## src/sv/assert_macros.svh

```systemverilog
// ----------------------------------------------------------------------------
// Assertion macros
// Clocked concurrent assertion helpers used by the modular exponentiation RTL.
// ----------------------------------------------------------------------------
`ifndef ASSERT_MACROS_SVH
`define ASSERT_MACROS_SVH

// Checks a property on every rising edge of clk outside reset.
`define ASSERT_CLK(lbl, prop, msg) \
  lbl: assert property (@(posedge clk) disable iff (!rst_n) prop) else $error(msg);

// Checks a property on every rising edge of clk, reset included.
`define ASSERT_CLK_ALWAYS(lbl, prop, msg) \
  lbl: assert property (@(posedge clk) prop) else $error(msg);

`endif

```

## src/sv/modexp_pkg.sv

```systemverilog
// ----------------------------------------------------------------------------
// Modular exponentiation package
// Field widths, reset values and sequencer states of the exponentiation block.
// ----------------------------------------------------------------------------
package modexp_pkg;

  localparam int FIELD_BITS = 63;
  localparam int OPERAND_BITS_DEF = 63;

  localparam logic [FIELD_BITS-1:0] MODULUS_RESET = 63'd1000000007;

  typedef enum logic [1:0] {
    ST_IDLE,
    ST_REDUCE,
    ST_MUL,
    ST_SQR
  } state_t;

endpackage

```

## src/sv/modular_exponentiation.sv

```systemverilog
// ----------------------------------------------------------------------------
// Modular exponentiation
// Right-to-left square and multiply on one shared bit-serial modular multiplier.
// ----------------------------------------------------------------------------
// The bit-serial multiplier works on N = OPERAND_BITS bit operands and runs one
// product for the base reduction, one per exponent bit for squaring and one
// per set bit of the exponent for multiply.
// One beat at a time, the next one accepted in the strobe cycle; the receiver cannot stall.
// A zero modulus strobes 0 right after the accepting edge. Sync reset sets modulus 1000000007.
`include "assert_macros.svh"

module modular_exponentiation #(
  parameter int OPERAND_BITS = modexp_pkg::OPERAND_BITS_DEF
) (
  input  logic                            clk,
  input  logic                            rst_n,
  input  logic                            start,
  output logic                            busy,
  input  logic [modexp_pkg::FIELD_BITS-1:0] in_base_value,
  input  logic [modexp_pkg::FIELD_BITS-1:0] in_exponent_value,
  output logic                            out_valid,
  output logic [modexp_pkg::FIELD_BITS-1:0] out_power_result,
  input  logic                            cfg_we,
  input  logic [modexp_pkg::FIELD_BITS-1:0] cfg_wdata
);

  localparam int N  = OPERAND_BITS;
  localparam int FW = modexp_pkg::FIELD_BITS;
  localparam int CW = $clog2(N);

  modexp_pkg::state_t state_r, state_nxt;

  logic [FW-1:0] cfg_mod_r;
  logic [N-1:0]  m_r, m_nxt;
  logic [N-1:0]  x_r, x_nxt;
  logic [N-1:0]  acc_r, acc_nxt;
  logic [N-1:0]  y_r, y_nxt;
  logic [N-1:0]  ma_r, ma_nxt;
  logic [N-1:0]  mb_r, mb_nxt;
  logic [N-1:0]  macc_r, macc_nxt;
  logic [CW-1:0] mcnt_r, mcnt_nxt;
  logic          out_valid_r, out_valid_nxt;
  logic [FW-1:0] result_r, result_nxt;

  logic [N:0]    dbl, dbl_red, sum, sum_red;
  logic [N-1:0]  macc_step;
  logic [N-1:0]  m_in, one_mod;
  logic [N-1:0]  x_dec, acc_dec, y_dec;
  logic          go_next;

  always_comb begin
    dbl       = {macc_r, 1'b0};
    dbl_red   = (dbl >= {1'b0, m_r}) ? dbl - {1'b0, m_r} : dbl;
    sum       = {1'b0, dbl_red[N-1:0]} + {1'b0, mb_r};
    sum_red   = (sum >= {1'b0, m_r}) ? sum - {1'b0, m_r} : sum;
    macc_step = ma_r[N-1] ? sum_red[N-1:0] : dbl_red[N-1:0];
  end

  always_comb begin
    state_nxt     = state_r;
    m_nxt         = m_r;
    x_nxt         = x_r;
    acc_nxt       = acc_r;
    y_nxt         = y_r;
    ma_nxt        = ma_r;
    mb_nxt        = mb_r;
    macc_nxt      = macc_r;
    mcnt_nxt      = mcnt_r;
    out_valid_nxt = 1'b0;
    result_nxt    = result_r;
    go_next       = 1'b0;
    x_dec         = x_r;
    acc_dec       = acc_r;
    y_dec         = y_r;
    m_in          = cfg_mod_r[N-1:0];
    one_mod       = (m_in == N'(1)) ? '0 : N'(1);

    case (state_r)
      modexp_pkg::ST_IDLE: begin
        if (start) begin
          m_nxt = m_in;
          if (m_in == '0) begin
            out_valid_nxt = 1'b1;
            result_nxt    = '0;
          end else begin
            state_nxt = modexp_pkg::ST_REDUCE;
            ma_nxt    = in_base_value[N-1:0];
            mb_nxt    = one_mod;
            acc_nxt   = one_mod;
            y_nxt     = in_exponent_value[N-1:0];
            macc_nxt  = '0;
            mcnt_nxt  = CW'(N - 1);
          end
        end
      end
      modexp_pkg::ST_REDUCE, modexp_pkg::ST_MUL, modexp_pkg::ST_SQR: begin
        ma_nxt   = ma_r << 1;
        macc_nxt = macc_step;
        mcnt_nxt = mcnt_r - 1'b1;
        if (mcnt_r == '0) begin
          go_next = 1'b1;
          if (state_r == modexp_pkg::ST_MUL) begin
            acc_dec = macc_step;
          end else begin
            x_dec = macc_step;
          end
          if (state_r == modexp_pkg::ST_SQR) begin
            y_dec = y_r >> 1;
          end
        end
      end
      default: begin
        state_nxt = modexp_pkg::ST_IDLE;
      end
    endcase

    if (go_next) begin
      x_nxt    = x_dec;
      acc_nxt  = acc_dec;
      y_nxt    = y_dec;
      macc_nxt = '0;
      mcnt_nxt = CW'(N - 1);
      if (state_r == modexp_pkg::ST_MUL) begin
        state_nxt = modexp_pkg::ST_SQR;
        ma_nxt    = x_dec;
        mb_nxt    = x_dec;
      end else if (y_dec == '0) begin
        state_nxt     = modexp_pkg::ST_IDLE;
        mcnt_nxt      = '0;
        out_valid_nxt = 1'b1;
        result_nxt    = FW'(acc_dec);
      end else if (y_dec[0]) begin
        state_nxt = modexp_pkg::ST_MUL;
        ma_nxt    = acc_dec;
        mb_nxt    = x_dec;
      end else begin
        state_nxt = modexp_pkg::ST_SQR;
        ma_nxt    = x_dec;
        mb_nxt    = x_dec;
      end
    end
  end

  always_ff @(posedge clk) begin
    if (!rst_n) begin
      state_r     <= modexp_pkg::ST_IDLE;
      mcnt_r      <= '0;
      out_valid_r <= 1'b0;
      cfg_mod_r   <= modexp_pkg::MODULUS_RESET;
    end else begin
      state_r     <= state_nxt;
      mcnt_r      <= mcnt_nxt;
      out_valid_r <= out_valid_nxt;
      if (cfg_we) begin
        cfg_mod_r <= cfg_wdata;
      end
    end
  end

  always_ff @(posedge clk) begin
    m_r      <= m_nxt;
    x_r      <= x_nxt;
    acc_r    <= acc_nxt;
    y_r      <= y_nxt;
    ma_r     <= ma_nxt;
    mb_r     <= mb_nxt;
    macc_r   <= macc_nxt;
    result_r <= result_nxt;
  end

  assign busy             = (state_r != modexp_pkg::ST_IDLE);
  assign out_valid        = out_valid_r;
  assign out_power_result = result_r;

  `ASSERT_CLK(a_result_below_mod, out_valid |-> ((m_r == '0) ? (out_power_result == '0) : (out_power_result < FW'(m_r))), "result not reduced below the modulus")
  `ASSERT_CLK(a_start_takes_effect, (start && !busy) |=> (busy || out_valid), "accepted beat had no effect")
  `ASSERT_CLK(a_idle_counter_clear, (state_r == modexp_pkg::ST_IDLE) |-> (mcnt_r == '0), "multiplier counter running while idle")
  `ASSERT_CLK(a_exponent_left, (state_r == modexp_pkg::ST_MUL || state_r == modexp_pkg::ST_SQR) |-> (y_r != '0), "product started with no exponent bits left")

endmodule
```

## config.mk

```make
export PLATFORM = sky130hd
export DESIGN_NAME = modular_exponentiation
export DESIGN_NICKNAME = d
export VERILOG_FILES = /design/src/sv/modexp_pkg.sv /design/src/sv/modular_exponentiation.sv
export VERILOG_INCLUDE_DIRS = /design/src /design/src/sv
export SDC_FILE = /design/constraint.sdc
export NUM_CORES = 2
export LEC_CHECK = 0
export ABC_AREA = 1
export BUFFER_PORTS_ARGS = -buffer_cell sky130_fd_sc_hd__clkbuf_2
export CORE_AREA = 4 4 315 348
export CTS_CLUSTER_SIZE = 12
export DETAILED_ROUTE_END_ITERATION = 8
export DIE_AREA = 0 0 319 352
export GPL_TIMING_DRIVEN = 0
export PLACE_DENSITY_LB_ADDON = 0.1
export RECOVER_POWER = 100
export SETUP_SLACK_MARGIN = 0.05
export SLEW_MARGIN = 20
export SYNTH_ARGS = -nofsm -noshare
export SYNTH_HDL_FRONTEND = slang
export SYNTH_SLANG_ARGS = --single-unit
```

## constraint.sdc

```tcl
create_clock -name clk -period 9.2 [get_ports clk]
set_input_delay 1.38 -clock clk [delete_from_list [all_inputs] [get_ports clk]]
set_output_delay 1.38 -clock clk [all_outputs]
set_load 0.005 [all_outputs]
```

==> summary.md <==
| Metric | Value |
|---|---|
| Status | complete, but fails checks |
| Failing checks | DRC, capacitance limit, slew limit |
| Worst min path class | reg -> reg |
| P_leak | 22.5 nW |
| Most used cell, CP | nand2_1 |
| Total chip power | 18.6 mW |
| Critical path type | reg -> reg |
| Rows | 125 |
| Via count | roughly 47,000 |
| Crit start category | register |
| Total Routed Length | 218 mm |
| Final ANT Viol Nets | 0 |
| Routability congestion estimate | 1.05 |
| CTS tree | done |
| TritonRoute pass-1 iters | 9 |
| Ys flop type | dfxtp_1 |
| Min Tclk post-route | 9.05 ns |
| Initial drt markers | 6,385 |
| Synth top area cells | edfxtp_1, nand2_1, dfxtp_1 |
| Post-Layout Cell Count | 8,288 |
| Most frequent cell after synthesis | nand2_1 |
| Placed cells | 8,152 |
| Max cap viols | 6 |
| DPL Wire Length | 185 mm |
| Delay-heaviest family, CP | simple AND/OR/NAND/NOR gates |
| Post-synth EDFFs | 252 |
| Slowest cell on the critical path | a21oi_2 |
| Initial antenna violation count | 11 |
| Critical path arrival | 9.43 ns |
| Max_slew headroom | -107% |
| Vias in the first global route | ~43,000 |
| Die ar. | ~110,000 um^2 |
| Synth cell types | 52 |
| Worst Path Buf+Inv | 10 |
| Synth cell count leaders | nand2_1, inv_1, nor2_1, nand3_1, o21ai_0 |
| CP required | 9.59 ns |
| WHS | 0.453 ns |
| Fin crit share | 98.3% |
| Die height | 352 um |
| Peak supply drop | 0.000240 V |
| GR Layer Usage met3 | 6.94% |
| Slew Limit Fails | 245 |
| Register area | 14,100 um^2 |
| I/O Buffers | roughly 260 |
| Via density | approximately 5.7 |
| Die width | 319 um |
| Core area | 106,000 um^2 |
| First-pass GRT wire length | 303 mm |
| Area Overhead vs Synth | 13.7% |
| Syn Std Cell Area | roughly 42,000 um^2 |
| Yosys top cell area share | approximately 18% |
| WL per Instance | 26.3 um |
| DRC | 4 |
| GR Util met1 | 53.7% |
| Clock Sink Count | between 500 and 600 |
| Initial Utilization | 39.9% |
| Dominant cell type by area after synthesis | edfxtp_1 |
| Nets | 7,219 |
| GRT Max-Usage Layer | met2 |
| Avg Inst Size Synth | 6.48 um^2 |
| Worst Tran Pin Value | 3.10 ns |
| YS warnings | 0 |
| Synthesis-stage register bit count | around 580 |
| IO Pins | 258 |
| Layout cells sized above 1 | 9.34% |
| Filler cell count | 11,600 |
| Largest net degree at the start of global routing | 100 |
| Clock buffer count from CTS | 68 |
| PwrDens | 389 nW/um^2 |
| Root Buffer | clkbuf_16 |
| Clock buffer depth | 3 |
| Post-Syn Instances | 6,495 |
| Clk slew on worst S/H paths | 0.06 ns |
| GR Util met2 | 54.9% |
| Multi-input gate area | 24,600 um^2 |
| Worst path max stage delay | 0.38 ns |
| Tot GR Track Use | 37.2% |
| Maximum clock rate | 0.111 GHz |
| RSZ-0062 raised after global routing | no |
| Crit Path Max Fanout | 10 |
| Final setup fails | 0 |
| Critical Path End Type | register |
| Remaining global-route overflow | 0 |
| Fin. Hold Viols | 0 |
| Worst clock skew | 0.0666 ns |
| Register area share after synthesis | roughly a third |
| Syn Nets | 6,881 |
| Clk Latency, worst-skew pair | 0.69 ns |
| Ys async rst share | 0% |
| H-tree depth | 3 |
-- placed cells by master (no fill, tap or decap), types with 195 or more instances in the layout --
cell type / count
clkbuf_1: 195
clkbuf_2: 231
inv_1: 762
dfxtp_1: 324
nand3_1: 611
o21ai_0: 402
edfxtp_1: 252
nand2_1: 1950
nor2_1: 685
a21oi_1: 358
-- worst reg2reg max path: cells and delay by family (launching register included) --
family | cells | cell delay, ns
xor gates and xnor gates | 1 | 0.26
buffers and inverters | 10 | 1.83
AOI/OAI and AO/OA | 10 | 2.54
DFF | 1 | 0.36
adders and majority gates | 3 | 1.00
and+or+nand+nor | 15 | 2.80
-- metal layers --
| layer | up-vias | share of wire [%] |
|---|---|---|
| met2 | 2522 | 41 |
| met5 | - | 0.040 |
| met4 | 4 | 4.6 |
| met1 | 22100 | 44 |
| li1 | 21900 | - |
| met3 | 354 | 10 |
-- through the flow --
step                      instance area (um^2)  setup TNS, ns  setup WS, ns  util, %
after global routing                     47900              0        0.0278     45.3
after detailed placement                 45300        -654.58         -2.23     42.9
final                                    47900              0         0.154     45.3
after global placement                   45100       -1250.58         -4.69     42.7
after CTS                                47800              0        0.0486     45.3
after floorplan                          42100              0         0.622        -
-- cells by family (layout without fill, tap and decap cells) --
| logic type | after synthesis | in the layout | share of synthesized area [%] |
|---|---|---|---|
| XOR/XNOR | 126 | 126 | 2.62 |
| AND/OR/NAND/NOR | 3608 | 3608 | 36.0 |
| adder cells (fa/ha/maj) | 193 | 193 | 5.79 |
| buffers and inverters | 996 | 1386 | 9.25 |
| AO/OA/AOI/OAI | 996 | 996 | 13.0 |
| other | 0 | 6 | 0 |
| flip-flops | 576 | 576 | 33.4 |
-- path summary, 6_finish.rpt --
path / from / endpoint / cells past startpoint / slack [ns]
worst max-delay path: m_r[45] / acc_r[0] / 39 / 0.15
worst max register to register: m_r[45] / acc_r[0] / 39 / 0.15
worst min-delay path: cfg_mod_r[10] / m_r[10] / 0 / 0.45
worst min register to register: cfg_mod_r[10] / m_r[10] / 0 / 0.45
-- what timing repair did --
action,4_1_cts,5_1_grt
buffers inserted,4,4
endpoints found under the setup margin,378,373
endpoints found under the hold margin,0,0
hold buffers,0,0
pin swaps,3,4
resized for setup,86,85
-- sequential cells by signal, summed over array words and instances, names as in the netlist --
| register | count |
|---|---|
| cfg_mod_r | 63 |
| x_r | 63 |
| out_valid | 1 |
| acc_r | 63 |
| ma_r | 63 |
| state_r | 2 |
| macc_r | 63 |
| mcnt_r | 6 |
| out_power_result | 63 |
| y_r | 63 |
| m_r | 63 |
| mb_r | 63 |
-- area by class of cell --
cell class,instances,share of cell area [%]
diodes,6,0.0314
plain buffers,227,2.23
inverters,769,6.04
multi-input cells,4923,51.4
well taps,1397,3.65
clock buffers,98,4.02
flip-flops and latches,576,29.4
repair buffers,268,2.75
clock inverters,24,0.531
-- report_power, final --
part	internal (mW)	switching, mW	total [mW]
registers	3.14	0.270	3.41
clock network	1.53	1.22	2.75
logic	3.34	9.11	12.4
total	8.01	10.6	18.6
Power figures use the tool's default switching activity.
